$ cat config.mk
export PLATFORM = sky130hd
export DESIGN_NAME = tap_hold_key_remapper_flat
export DESIGN_NICKNAME = d
export VERILOG_FILES = /design/src/rtl/thk_pkg.sv /design/src/rtl/thk_in_if.sv /design/src/rtl/thk_out_if.sv /design/src/rtl/tap_hold_key_remapper.sv /design/src/flat_wrapper.sv
export SDC_FILE = /design/constraint.sdc
export NUM_CORES = 2
export LEC_CHECK = 0
export BUFFER_PORTS_ARGS = -buffer_cell sky130_fd_sc_hd__buf_2
export CORE_MARGIN = 2
export CORE_UTILIZATION = 45
export DETAILED_ROUTE_END_ITERATION = 10
export SKIP_LAST_GASP = 1
export SLEW_MARGIN = 20
export SYNTH_ARGS = -nofsm -noshare
export SYNTH_HDL_FRONTEND = slang
export SYNTH_SLANG_ARGS = --single-unit
$ cat constraint.sdc
create_clock -name clk -period 33.5 [get_ports clk]
set_input_delay 6.7 -clock clk [delete_from_list [all_inputs] [get_ports clk]]
set_output_delay 6.7 -clock clk [all_outputs]
set_load 0.02 [all_outputs]
$ cat src/rtl/thk_pkg.sv
`timescale 1ns / 1ps

package thk_pkg;

  // Slot count and register map
  localparam int NUM_MAPPINGS_DEF = 4;
  localparam int NUM_MAP_REGS     = 4;
  localparam int CFG_IDX_W        = 3;
  localparam int CFG_DATA_W       = 31;

  localparam logic [CFG_IDX_W-1:0] CFG_TAP_LIMIT  = 3'd0;
  localparam logic [CFG_IDX_W-1:0] CFG_DOUBLE_WIN = 3'd1;
  localparam logic [CFG_IDX_W-1:0] CFG_MAP_BASE   = 3'd2;

  localparam logic [15:0] TAP_LIMIT_RST  = 16'd200;
  localparam logic [15:0] DOUBLE_WIN_RST = 16'd300;

  // Mapping register fields
  localparam int MAP_EN_BIT  = 30;
  localparam int MAP_KEY_LSB = 20;
  localparam int MAP_TAP_LSB = 10;
  localparam int MAP_HLD_LSB = 0;
  localparam int KEY_W       = 10;

  // Event codes
  localparam logic [15:0] TYPE_KEY  = 16'd1;
  localparam logic [15:0] TYPE_MISC = 16'd4;
  localparam logic [15:0] CODE_SCAN = 16'd4;
  localparam logic signed [31:0] VAL_RELEASE = 32'sd0;
  localparam logic signed [31:0] VAL_PRESS   = 32'sd1;
  localparam logic signed [31:0] VAL_REPEAT  = 32'sd2;

  // Key phases
  localparam int PH_W = 3;
  localparam logic [PH_W-1:0] PH_RELEASED = 3'd0;
  localparam logic [PH_W-1:0] PH_PRESSED  = 3'd1;
  localparam logic [PH_W-1:0] PH_TAPPED   = 3'd2;
  localparam logic [PH_W-1:0] PH_DOUBLE   = 3'd3;
  localparam logic [PH_W-1:0] PH_CONSUMED = 3'd4;

  // Time arithmetic: usec / 1000 by reciprocal, exact below 2^20
  localparam logic signed [11:0] MS_PER_SEC  = 12'sd1000;
  localparam int                 RECIP_W     = 21;
  localparam logic [RECIP_W-1:0] RECIP_1000  = 21'd1073742;
  localparam int                 RECIP_SHIFT = 30;
  localparam int                 QUOT_W      = 11;
  localparam int                 GAP_W       = 44;

  // Result buffer
  localparam int MAX_RESULTS = 3;
  localparam int RES_IDX_W   = 2;

endpackage

$ cat src/rtl/thk_in_if.sv
`timescale 1ns / 1ps

interface thk_in_if;
  logic               valid;
  logic               ready;
  logic [15:0]        ev_type;
  logic [15:0]        ev_code;
  logic signed [31:0] ev_value;
  logic [31:0]        stamp_sec;
  logic [19:0]        stamp_usec;

  modport source (output valid, ev_type, ev_code, ev_value, stamp_sec, stamp_usec,
                  input ready);
  modport sink   (input valid, ev_type, ev_code, ev_value, stamp_sec, stamp_usec,
                  output ready);
endinterface

$ cat src/rtl/thk_out_if.sv
`timescale 1ns / 1ps

interface thk_out_if;
  logic               valid;
  logic               ready;
  logic [15:0]        out_type;
  logic [15:0]        out_code;
  logic signed [31:0] out_value;
  logic [31:0]        out_sec;
  logic [19:0]        out_usec;
  logic               last_of_run;

  modport source (output valid, out_type, out_code, out_value, out_sec, out_usec,
                  last_of_run, input ready);
  modport sink   (input valid, out_type, out_code, out_value, out_sec, out_usec,
                  last_of_run, output ready);
endinterface

$ cat src/rtl/tap_hold_key_remapper.sv
`timescale 1ns / 1ps

// Channel   Direction  Handshake      Payload
// in_ch     sink       valid / ready  ev_type, ev_code, ev_value, stamp_sec, stamp_usec
// out_ch    source     valid / ready  out_type, out_code, out_value, out_sec, out_usec,
//                                     last_of_run
// cfg_*     write      cfg_we         cfg_index, cfg_data
//
// An event is registered on transfer and decoded once the result buffer is free, when
// the key state is updated and its results (0 to 3) load the result buffer.
// The result buffer sends one result per cycle while out_ch is ready;
// the next event is decoded in the cycle its predecessor's last result transfers.
// Events with no result (scan, repeat) leave the result buffer empty.
// A stalled out_ch holds the buffer and, once the input register is full, in_ch.
// Reset (rst_n low, synchronous) clears phases, change times, mappings and valid flags.

module tap_hold_key_remapper
  import thk_pkg::*;
#(
  parameter int NUM_MAPPINGS = NUM_MAPPINGS_DEF
) (
  input  logic                  clk,
  input  logic                  rst_n,
  thk_in_if.sink                in_ch,
  thk_out_if.source             out_ch,
  input  logic                  cfg_we,
  input  logic [CFG_IDX_W-1:0]  cfg_index,
  input  logic [CFG_DATA_W-1:0] cfg_data
);

  localparam int SLOT_W = (NUM_MAPPINGS > 1) ? $clog2(NUM_MAPPINGS) : 1;

  // Configuration registers
  logic [15:0]           tap_lim_r;
  logic [15:0]           dbl_win_r;
  logic [CFG_DATA_W-1:0] map_r [NUM_MAPPINGS];

  // Per-slot key state
  logic [PH_W-1:0] phase_r [NUM_MAPPINGS];
  logic [31:0]     chg_sec_r [NUM_MAPPINGS];
  logic [19:0]     chg_usec_r [NUM_MAPPINGS];

  // Input register
  logic               in_vld_r;
  logic [15:0]        in_type_r;
  logic [15:0]        in_code_r;
  logic signed [31:0] in_value_r;
  logic [31:0]        in_sec_r;
  logic [19:0]        in_usec_r;

  // Result buffer
  logic [RES_IDX_W-1:0] buf_cnt_r;
  logic [RES_IDX_W-1:0] buf_pos_r;
  logic [15:0]          buf_type_r;
  logic [31:0]          buf_sec_r;
  logic [19:0]          buf_usec_r;
  logic [15:0]          buf_code_r [MAX_RESULTS];
  logic signed [31:0]   buf_val_r [MAX_RESULTS];

  logic out_xfer, out_last, buf_free, proc_go;

  assign out_last = (buf_pos_r == buf_cnt_r - 2'd1);
  assign out_xfer = out_ch.valid && out_ch.ready;
  assign buf_free = (buf_cnt_r == '0) || (out_xfer && out_last);
  assign proc_go  = in_vld_r && buf_free;
  assign in_ch.ready = !in_vld_r || buf_free;

  // Configuration writes
  always_ff @(posedge clk) begin
    if (!rst_n) begin
      tap_lim_r <= TAP_LIMIT_RST;
      dbl_win_r <= DOUBLE_WIN_RST;
      for (int i = 0; i < NUM_MAPPINGS; i++) begin
        map_r[i] <= '0;
      end
    end else if (cfg_we) begin
      if (cfg_index == CFG_TAP_LIMIT) begin
        tap_lim_r <= cfg_data[15:0];
      end
      if (cfg_index == CFG_DOUBLE_WIN) begin
        dbl_win_r <= cfg_data[15:0];
      end
      for (int i = 0; i < NUM_MAPPINGS; i++) begin
        if (i < NUM_MAP_REGS && cfg_index == CFG_MAP_BASE + CFG_IDX_W'(i)) begin
          map_r[i] <= cfg_data;
        end
      end
    end
  end

  // Input register
  always_ff @(posedge clk) begin
    if (!rst_n) begin
      in_vld_r <= 1'b0;
    end else if (in_ch.ready) begin
      in_vld_r <= in_ch.valid;
    end
  end

  always_ff @(posedge clk) begin
    if (in_ch.valid && in_ch.ready) begin
      in_type_r  <= in_ch.ev_type;
      in_code_r  <= in_ch.ev_code;
      in_value_r <= in_ch.ev_value;
      in_sec_r   <= in_ch.stamp_sec;
      in_usec_r  <= in_ch.stamp_usec;
    end
  end

  // Event classification
  logic is_scan, is_key, is_rel, is_press, is_rep;
  assign is_scan  = (in_type_r == TYPE_MISC) && (in_code_r == CODE_SCAN);
  assign is_key   = (in_type_r == TYPE_KEY);
  assign is_rel   = (in_value_r == VAL_RELEASE);
  assign is_press = (in_value_r == VAL_PRESS);
  assign is_rep   = (in_value_r == VAL_REPEAT);

  // Slot lookup, lowest index wins
  logic              slot_hit;
  logic [SLOT_W-1:0] slot_idx;
  always_comb begin
    slot_hit = 1'b0;
    slot_idx = '0;
    for (int i = NUM_MAPPINGS - 1; i >= 0; i--) begin
      if (map_r[i][MAP_EN_BIT] &&
          map_r[i][MAP_KEY_LSB +: KEY_W] == in_code_r[KEY_W-1:0] &&
          in_code_r[15:KEY_W] == '0) begin
        slot_hit = 1'b1;
        slot_idx = SLOT_W'(i);
      end
    end
  end

  logic [PH_W-1:0] ph_cur;
  logic [15:0]     tap_code, hold_code;
  assign ph_cur    = phase_r[slot_idx];
  assign tap_code  = 16'(map_r[slot_idx][MAP_TAP_LSB +: KEY_W]);
  assign hold_code = 16'(map_r[slot_idx][MAP_HLD_LSB +: KEY_W]);

  // Millisecond gap to the slot's last change, compared with the active limit
  logic signed [32:0]        ds;
  logic signed [GAP_W-1:0]   ds_ms;
  logic signed [20:0]        du;
  logic [19:0]               du_mag;
  logic [RECIP_SHIFT+QUOT_W-1:0] du_prod;
  logic [QUOT_W-1:0]         du_q;
  logic signed [QUOT_W:0]    du_ms;
  logic signed [GAP_W-1:0]   gap;
  logic signed [GAP_W-1:0]   lim;
  logic                      gap_lt;

  always_comb begin
    ds      = $signed({1'b0, in_sec_r}) - $signed({1'b0, chg_sec_r[slot_idx]});
    ds_ms   = ds * MS_PER_SEC;
    du      = $signed({1'b0, in_usec_r}) - $signed({1'b0, chg_usec_r[slot_idx]});
    du_mag  = du[20] ? 20'(-du) : du[19:0];
    du_prod = (RECIP_SHIFT+QUOT_W)'(du_mag * RECIP_1000);
    du_q    = du_prod[RECIP_SHIFT +: QUOT_W];
    // truncate toward zero
    du_ms   = du[20] ? -$signed({1'b0, du_q}) : $signed({1'b0, du_q});
    gap     = ds_ms + GAP_W'(du_ms);
    lim     = $signed({(GAP_W-16)'(0), (is_press ? dbl_win_r : tap_lim_r)});
    gap_lt  = (gap < lim);
  end

  // Phase transition and result list
  logic [PH_W-1:0]      ph_new;
  logic                 slot_upd;
  logic [RES_IDX_W-1:0] res_n;
  logic [15:0]          res_code [MAX_RESULTS];
  logic signed [31:0]   res_val [MAX_RESULTS];

  always_comb begin
    ph_new   = ph_cur;
    slot_upd = 1'b0;
    res_n    = '0;
    for (int k = 0; k < MAX_RESULTS; k++) begin
      res_code[k] = in_code_r;
      res_val[k]  = in_value_r;
    end
    if (is_scan) begin
      res_n = '0;
    end else if (!is_key) begin
      res_n = 2'd1;
    end else if (is_rep) begin
      res_n = '0;
    end else if (!slot_hit) begin
      res_n = 2'd1;
    end else if (is_press) begin
      slot_upd = 1'b1;
      if ((ph_cur == PH_TAPPED || ph_cur == PH_DOUBLE) && gap_lt) begin
        ph_new = PH_DOUBLE;
      end else begin
        ph_new = PH_PRESSED;
      end
      res_n       = 2'd1;
      res_code[0] = (ph_new == PH_DOUBLE) ? tap_code : hold_code;
    end else if (is_rel) begin
      slot_upd = 1'b1;
      if (ph_cur == PH_PRESSED) begin
        ph_new = gap_lt ? PH_TAPPED : PH_RELEASED;
      end else if (ph_cur != PH_TAPPED && ph_cur != PH_DOUBLE) begin
        ph_new = PH_RELEASED;
      end
      case (ph_new)
        PH_TAPPED: begin
          res_n       = 2'd3;
          res_code[0] = hold_code;
          res_val[0]  = VAL_RELEASE;
          res_code[1] = tap_code;
          res_val[1]  = VAL_PRESS;
          res_code[2] = tap_code;
          res_val[2]  = VAL_RELEASE;
        end
        PH_DOUBLE: begin
          res_n       = 2'd1;
          res_code[0] = tap_code;
          res_val[0]  = VAL_RELEASE;
        end
        default: begin
          res_n       = 2'd1;
          res_code[0] = hold_code;
          res_val[0]  = VAL_RELEASE;
        end
      endcase
    end
  end

  // Key state update; a key press consumes every other pressed slot
  always_ff @(posedge clk) begin
    if (!rst_n) begin
      for (int i = 0; i < NUM_MAPPINGS; i++) begin
        phase_r[i]    <= PH_RELEASED;
        chg_sec_r[i]  <= '0;
        chg_usec_r[i] <= '0;
      end
    end else if (proc_go) begin
      for (int i = 0; i < NUM_MAPPINGS; i++) begin
        if (slot_upd && slot_idx == SLOT_W'(i)) begin
          phase_r[i]    <= ph_new;
          chg_sec_r[i]  <= in_sec_r;
          chg_usec_r[i] <= in_usec_r;
        end else if (is_key && is_press && phase_r[i] == PH_PRESSED) begin
          phase_r[i] <= PH_CONSUMED;
        end
      end
    end
  end

  // Result buffer control
  always_ff @(posedge clk) begin
    if (!rst_n) begin
      buf_cnt_r <= '0;
      buf_pos_r <= '0;
    end else if (proc_go) begin
      buf_cnt_r <= res_n;
      buf_pos_r <= '0;
    end else if (out_xfer) begin
      if (out_last) begin
        buf_cnt_r <= '0;
        buf_pos_r <= '0;
      end else begin
        buf_pos_r <= buf_pos_r + 2'd1;
      end
    end
  end

  always_ff @(posedge clk) begin
    if (proc_go) begin
      buf_type_r <= in_type_r;
      buf_sec_r  <= in_sec_r;
      buf_usec_r <= in_usec_r;
      for (int k = 0; k < MAX_RESULTS; k++) begin
        buf_code_r[k] <= res_code[k];
        buf_val_r[k]  <= res_val[k];
      end
    end
  end

  // Result channel
  assign out_ch.valid       = (buf_cnt_r != '0);
  assign out_ch.out_type    = buf_type_r;
  assign out_ch.out_code    = buf_code_r[buf_pos_r];
  assign out_ch.out_value   = buf_val_r[buf_pos_r];
  assign out_ch.out_sec     = buf_sec_r;
  assign out_ch.out_usec    = buf_usec_r;
  assign out_ch.last_of_run = out_last;

endmodule

$ cat src/flat_wrapper.sv
// flat-port wrapper written by rule: the top's interface ports become plain ports
module tap_hold_key_remapper_flat import thk_pkg::*;
#(
  parameter int NUM_MAPPINGS = NUM_MAPPINGS_DEF
)
  (clk, rst_n, cfg_we, cfg_index, cfg_data, in_ch_valid, in_ch_ev_type, in_ch_ev_code, in_ch_ev_value, in_ch_stamp_sec, in_ch_stamp_usec, in_ch_ready, out_ch_valid, out_ch_out_type, out_ch_out_code, out_ch_out_value, out_ch_out_sec, out_ch_out_usec, out_ch_last_of_run, out_ch_ready);
  thk_in_if in_ch_i ();
  thk_out_if out_ch_i ();
  input  logic clk;
  input  logic rst_n;
  input  logic cfg_we;
  input  logic [CFG_IDX_W-1:0] cfg_index;
  input  logic [CFG_DATA_W-1:0] cfg_data;
  input wire logic [$bits(in_ch_i.valid)-1:0] in_ch_valid;
  input wire logic [$bits(in_ch_i.ev_type)-1:0] in_ch_ev_type;
  input wire logic [$bits(in_ch_i.ev_code)-1:0] in_ch_ev_code;
  input wire logic [$bits(in_ch_i.ev_value)-1:0] in_ch_ev_value;
  input wire logic [$bits(in_ch_i.stamp_sec)-1:0] in_ch_stamp_sec;
  input wire logic [$bits(in_ch_i.stamp_usec)-1:0] in_ch_stamp_usec;
  output wire logic [$bits(in_ch_i.ready)-1:0] in_ch_ready;
  output wire logic [$bits(out_ch_i.valid)-1:0] out_ch_valid;
  output wire logic [$bits(out_ch_i.out_type)-1:0] out_ch_out_type;
  output wire logic [$bits(out_ch_i.out_code)-1:0] out_ch_out_code;
  output wire logic [$bits(out_ch_i.out_value)-1:0] out_ch_out_value;
  output wire logic [$bits(out_ch_i.out_sec)-1:0] out_ch_out_sec;
  output wire logic [$bits(out_ch_i.out_usec)-1:0] out_ch_out_usec;
  output wire logic [$bits(out_ch_i.last_of_run)-1:0] out_ch_last_of_run;
  input wire logic [$bits(out_ch_i.ready)-1:0] out_ch_ready;
  assign in_ch_i.valid = in_ch_valid;
  assign in_ch_i.ev_type = in_ch_ev_type;
  assign in_ch_i.ev_code = in_ch_ev_code;
  assign in_ch_i.ev_value = in_ch_ev_value;
  assign in_ch_i.stamp_sec = in_ch_stamp_sec;
  assign in_ch_i.stamp_usec = in_ch_stamp_usec;
  assign in_ch_ready = in_ch_i.ready;
  assign out_ch_valid = out_ch_i.valid;
  assign out_ch_out_type = out_ch_i.out_type;
  assign out_ch_out_code = out_ch_i.out_code;
  assign out_ch_out_value = out_ch_i.out_value;
  assign out_ch_out_sec = out_ch_i.out_sec;
  assign out_ch_out_usec = out_ch_i.out_usec;
  assign out_ch_last_of_run = out_ch_i.last_of_run;
  assign out_ch_i.ready = out_ch_ready;
  tap_hold_key_remapper #(.NUM_MAPPINGS(NUM_MAPPINGS)) u_core (.clk(clk), .rst_n(rst_n), .in_ch(in_ch_i), .out_ch(out_ch_i), .cfg_we(cfg_we), .cfg_index(cfg_index), .cfg_data(cfg_data));
endmodule
Yosys cells after proc, flatten, opt, wreduce, memory -nomap -nowiden:

Memory sizes are Yosys's and may differ from the RTL's. A register that Yosys moved wholly into a read port is not among the register bits.
Cells that the tools add are included.

* register bits after elaboration: 221
* RAM bits: 488
* bits of input ports: 155
* output and inout bits: 119
* word-level logic and storage cells: 265
* memories: 6

* $add $sub $neg: 7
* multiply operators: 2
* magnitude comparators: 1
* equality and inequality tests: 30
* multiplexer cells: 145
* bitwise operators: 21
* reduce and logical (&&, ||, !) cells: 40

Memory list
* u_core.chg_sec_r: words 4, width 32, rd ports 1, clocked after Yosys merged registers in 0, wr ports 4, line tap_hold_key_remapper.sv:40 `logic [31:0] chg_sec_r [NUM_MAPPINGS];`
* u_core.map_r: words 4, width 31, rd ports 5, clocked after Yosys merged registers in 0, wr ports 4, line tap_hold_key_remapper.sv:36 `logic [CFG_DATA_W-1:0] map_r [NUM_MAPPINGS];`
* u_core.buf_val_r: words 3, width 32, rd ports 1, clocked after Yosys merged registers in 1, wr ports 3, line tap_hold_key_remapper.sv:58 `logic signed [31:0] buf_val_r [MAX_RESULTS];`
* u_core.chg_usec_r: words 4, width 20, rd ports 1, clocked after Yosys merged registers in 0, wr ports 4, line tap_hold_key_remapper.sv:41 `logic [19:0] chg_usec_r [NUM_MAPPINGS];`
* u_core.buf_code_r: words 3, width 16, rd ports 1, clocked after Yosys merged registers in 1, wr ports 3, line tap_hold_key_remapper.sv:57 `logic [15:0] buf_code_r [MAX_RESULTS];`
* u_core.phase_r: words 4, width 3, rd ports 5, clocked after Yosys merged registers in 0, wr ports 4, line tap_hold_key_remapper.sv:39 `logic [PH_W-1:0] phase_r [NUM_MAPPINGS];`

Operators with widths (count)
* 96-bit 2-to-1 mux: 6
* 48-bit 2-to-1 mux: 5
* 32-bit 2-to-1 mux: 6
* 31-bit 2-to-1 mux: 4
* 20-bit 2-to-1 mux: 5
* 3-bit 2-to-1 mux: 27
* 1-bit 2-to-1 mux: 65
* 64-bit 2-to-1 mux: 1
* 44-bit by 12-bit adder with 44-bit output: 1
* 44-bit by 17-bit < comparator with 1-bit output: 1
* 2-bit 2-to-1 mux: 21
* 33-bit by 8-bit multiplier with 41-bit output (second input constant): 1
* 10-bit equality test: 4
* 20-bit by 20-bit multiplier with 40-bit output (second input constant): 1
* 32-bit by 32-bit subtractor with 33-bit output: 1
* 16-bit by 3-bit equality test with 1-bit output (second input constant): 2
* 32-bit by 2-bit equality test with 1-bit output (second input constant): 1
* 32-bit by 3-bit equality test with 1-bit output (second input constant): 1
* 32-bit logical NOT: 1
* 16-bit 2-to-1 mux: 2
* 1-bit logical AND: 24
* 3-bit by 2-bit equality test with 1-bit output (second input constant): 7
* 20-bit by 20-bit subtractor with 21-bit output: 1
* 10-bit 2-to-1 mux: 2
* 22 further kinds: 56

Longest topological paths before layout:

An unclocked memory read counts as a cell.

* word-level depth: 34
* depth in mapped cells: 70
* mapped depth without buffers: 63

Worst setup path before layout:

OpenSTA, ideal clock, no wires.

* kind: input -> register
* start point: input out_ch_ready
* end point: memory u_core.phase_r[3][0] (enable)
* setup time: 0.312 ns
* arrival time: 19.613 ns
* data required time: 33.188 ns
* setup slack: 13.575 ns
* stages: 5
* path buffers: 0
* cells stage by stage: a21oi_1 -> nor2b_1 -> nand2_1 -> o21ai_0 -> or2_2

RTL lines
* start: declaration: line flat_wrapper.sv:28 `input wire logic [$bits(out_ch_i.ready)-1:0] out_ch_ready;`
* end: declaration: line tap_hold_key_remapper.sv:39

==> results.json <==
{
  "cp-end-kind": "flop",
  "fp.coreArea_mm2": 0.0969,
  "post-cts-setup-buffers": 0,
  "hold_viol": 0,
  "cts_max_level": 3,
  "cpMaxStageDelayCell": "nor4_1",
  "regArea_mm2": 0.0195,
  "ys_ff_latch": 664,
  "first_iter_violations": 2568,
  "yosys-top-cells-count": "edfxtp_1 (625), ha_1 (390), inv_1 (358)",
  "status": "complete, no violations",
  "rsz0062_at_grt": "false",
  "antenna_found_initial": 8,
  "grt_pass1_wl_mm": 173,
  "overflow": 0,
  "grt_usage_pct": 22.3,
  "numCtsBuffers": 69,
  "path_clk_slew_ns": 0.06,
  "use_met2_pct": 38.0,
  "synth_area_leader_cell": "edfxtp_1",
  "fin_skew_ns": 0.0362,
  "clkSinkCount": 664,
  "synth.distinct_cells": 101,
  "dp_hpwl_mm": 82.0,
  "period_minus_slack_ns": 18.53,
  "synth_area_leaders": "edfxtp_1 (43%), ha_1 (11%), fa_1 (9.7%)",
  "cts_tree": "yes",
  "cts_resized": 0,
  "fp.dieW_um": 317,
  "synthFlopType": "edfxtp_1",
  "grt_max_degree": 75,
  "syn-instance-count": 3893,
  "syn_nets": 4652,
  "seq_area_frac_synth_pct": 44.4,
  "multi_input_area_mm2": 0.0225,
  "die_area_mm2": 0.100,
  "clkLatencyLatePin_ns": 0.63,
  "worstPathRequired_ns": 33.87,
  "drt_first_pass_iters": 7,
  "avgSynthCellArea_um2": 11.3,
  "top_usage_layer": "met2",
  "fp-row-count": 114,
  "use_met1_pct": 30.1,
  "synthMostInstantiatedCell": "edfxtp_1",
  "area_delta_synth_final_pct": 10.8,
  "initial_core_util_pct": 45.4,
  "ant_nets": 0,
  "max-cap-violations": 0,
  "dr_total_vias": 29900,
  "wl_per_cell_um": 20.9,
  "period_share_pct": 55.3,
  "viasPerCell": 5.53,
  "path_max_fanout": 21,
  "hold_path_class": "flop to flop",
  "setup_violations": 0,
  "grt_pass1_vias": 29800,
  "crit_type": "flop to flop",
  "fmax_mhz": 54.0,
  "final_nets": 4836,
  "post_route_cells_drive_above_1_share_pct": 12.9,
  "port_buffers": 273,
  "synth_area_mm2": 0.0440,
  "cts_root_buf": "clkbuf_16",
  "tightest_slew_ns": 1.05,
  "wirelength_mm": 113,
  "clock_path_buffers": 3,
  "io_pins": 274,
  "drv_slew": 0,
  "max_stage_delay_ns": 0.93,
  "die_h_um": 317,
  "arrival_ns": 18.90,
  "synth_edf_count": 625,
  "drcViolationCount": 0,
  "setup-tns-final_ns": 0,
  "hold_buffers": 0,
  "slew_headroom_pct": 29.9,
  "gp_congestion": 0.883,
  "cp-start-kind": "flop",
  "yosysTopAreaCellShare_pct": 42.6,
  "ys_async_sr_fraction_pct": 0,
  "fillers": 8615,
  "ys_warn_count": 0,
  "use_met3_pct": 3.01
}
-- layout by cell type, fill, tap and decap left out, types with 15 or more instances in the layout --
cell       netlist  layout
fa_1           214     214
clkbuf_1       182      15
nand4_1         43      43
mux2i_1         36      36
mux2_2          53      53
buf_2            5     273
nor2b_1         26      25
and2_1         334     333
o21bai_1        18      18
o21a_1          29      29
inv_1          358     358
o22ai_1         24      24
a21oi_1        184     183
nand2b_1        20      20
xnor2_1        132     132
clkbuf_16        0      70
nor3_1          32      32
a31oi_1         21      21
nand2_1        256     256
nand3_1         47      47
edfxtp_1       625     625
ha_1           390     390
xor2_1          47      47
dfxtp_1         39      39
and3_1          18      18
a222oi_1        58      58
nor4_1          27      27
o21ai_0        123     115
a21boi_0        46      46
nor2_1         206     199
a21o_1          64      63
buf_4            0      36
-- state kept, by name, indices dropped and copies added, names as in the netlist, named ones only --
register / count
u_core.out_ch.out_type: 16
u_core.tap_lim_r: 16
u_core.phase_r: 12
u_core.buf_val_r: 65
u_core.out_ch.out_usec: 20
u_core.in_vld_r: 1
u_core.in_usec_r: 20
u_core.dbl_win_r: 16
u_core.buf_cnt_r: 2
u_core.chg_usec_r: 80
u_core.in_sec_r: 32
u_core.in_code_r: 16
u_core.in_type_r: 16
u_core.in_value_r: 32
u_core.map_r: 124
u_core.out_ch.out_sec: 32
u_core.buf_code_r: 32
u_core.buf_pos_r: 2
u_core.chg_sec_r: 128
-- critical path, delay by kind of cell, from the launching register on --
kind / cells / cell delay [ns]
adder cells (fa/ha/maj): 12 / 4.66
flip-flops: 1 / 0.41
AO/OA/AOI/OAI: 23 / 6.78
AND/OR/NAND/NOR: 18 / 5.03
buffers and inverters: 2 / 0.14
XOR/XNOR: 2 / 0.77
multiplexers: 1 / 0.42
-- logic make-up after synthesis --
family          Yosys count  synth area share [%]
simple gates           1080                  12.7
compound gates          710                  11.1
flops                   664                  44.4
fa+ha+maj               604                  20.8
buf+inv                 555                  4.78
xor+xnor                181                  3.68
mux                      98                  2.44
other cells               1               0.00852
-- cell type report --
cell class	count	share of cell area (%)
clock buffers	92	3.90
flip-flops and latches	664	40.1
repair buffers	309	3.36
multi-input cells	2674	46.1
inverters	359	2.76
well taps	1276	3.27
clock inverters	29	0.528
diodes	5	0.0257
-- final timing paths --
kind,end,slack [ns],from,cells past startpoint
worst max-delay path,u_core.buf_code_r[2][0],14.97,u_core.in_code_r[13],58
worst min-delay path,u_core.out_ch.out_type[8],0.45,u_core.in_type_r[8],0
worst max register to register,u_core.buf_code_r[2][0],14.97,u_core.in_code_r[13],58
worst min register to register,u_core.out_ch.out_type[8],0.45,u_core.in_type_r[8],0
-- metal layers --
layer,wire (µm),vias to the layer above
met3,5560,129
li1,-,14200
met5,43,-
met4,2260,6
met2,56100,803
met1,49000,14800
-- metrics by stage --
| step | area, µm² | hold slack, ns | cells | utilization [%] | setup WS (ns) |
|---|---|---|---|---|---|
| after global routing | 48800 | 0.461 | 5405 | 50.4 | 13.44 |
| final | 48800 | 0.450 | 5408 | 50.4 | 14.97 |
| after CTS | 48800 | 0.449 | 5403 | 50.3 | 14.96 |
| after detailed placement | 46600 | 0.435 | 5282 | 48.1 | 15.00 |
| after global placement | 46600 | 0.436 | 5282 | 48.1 | 15.52 |
| after floorplan | 44000 | 0.426 | 3893 | - | 13.57 |
Power is left out: the tool's default activity adds up to more than one toggle a clock period on the data nets, which glitch-free logic cannot reach.
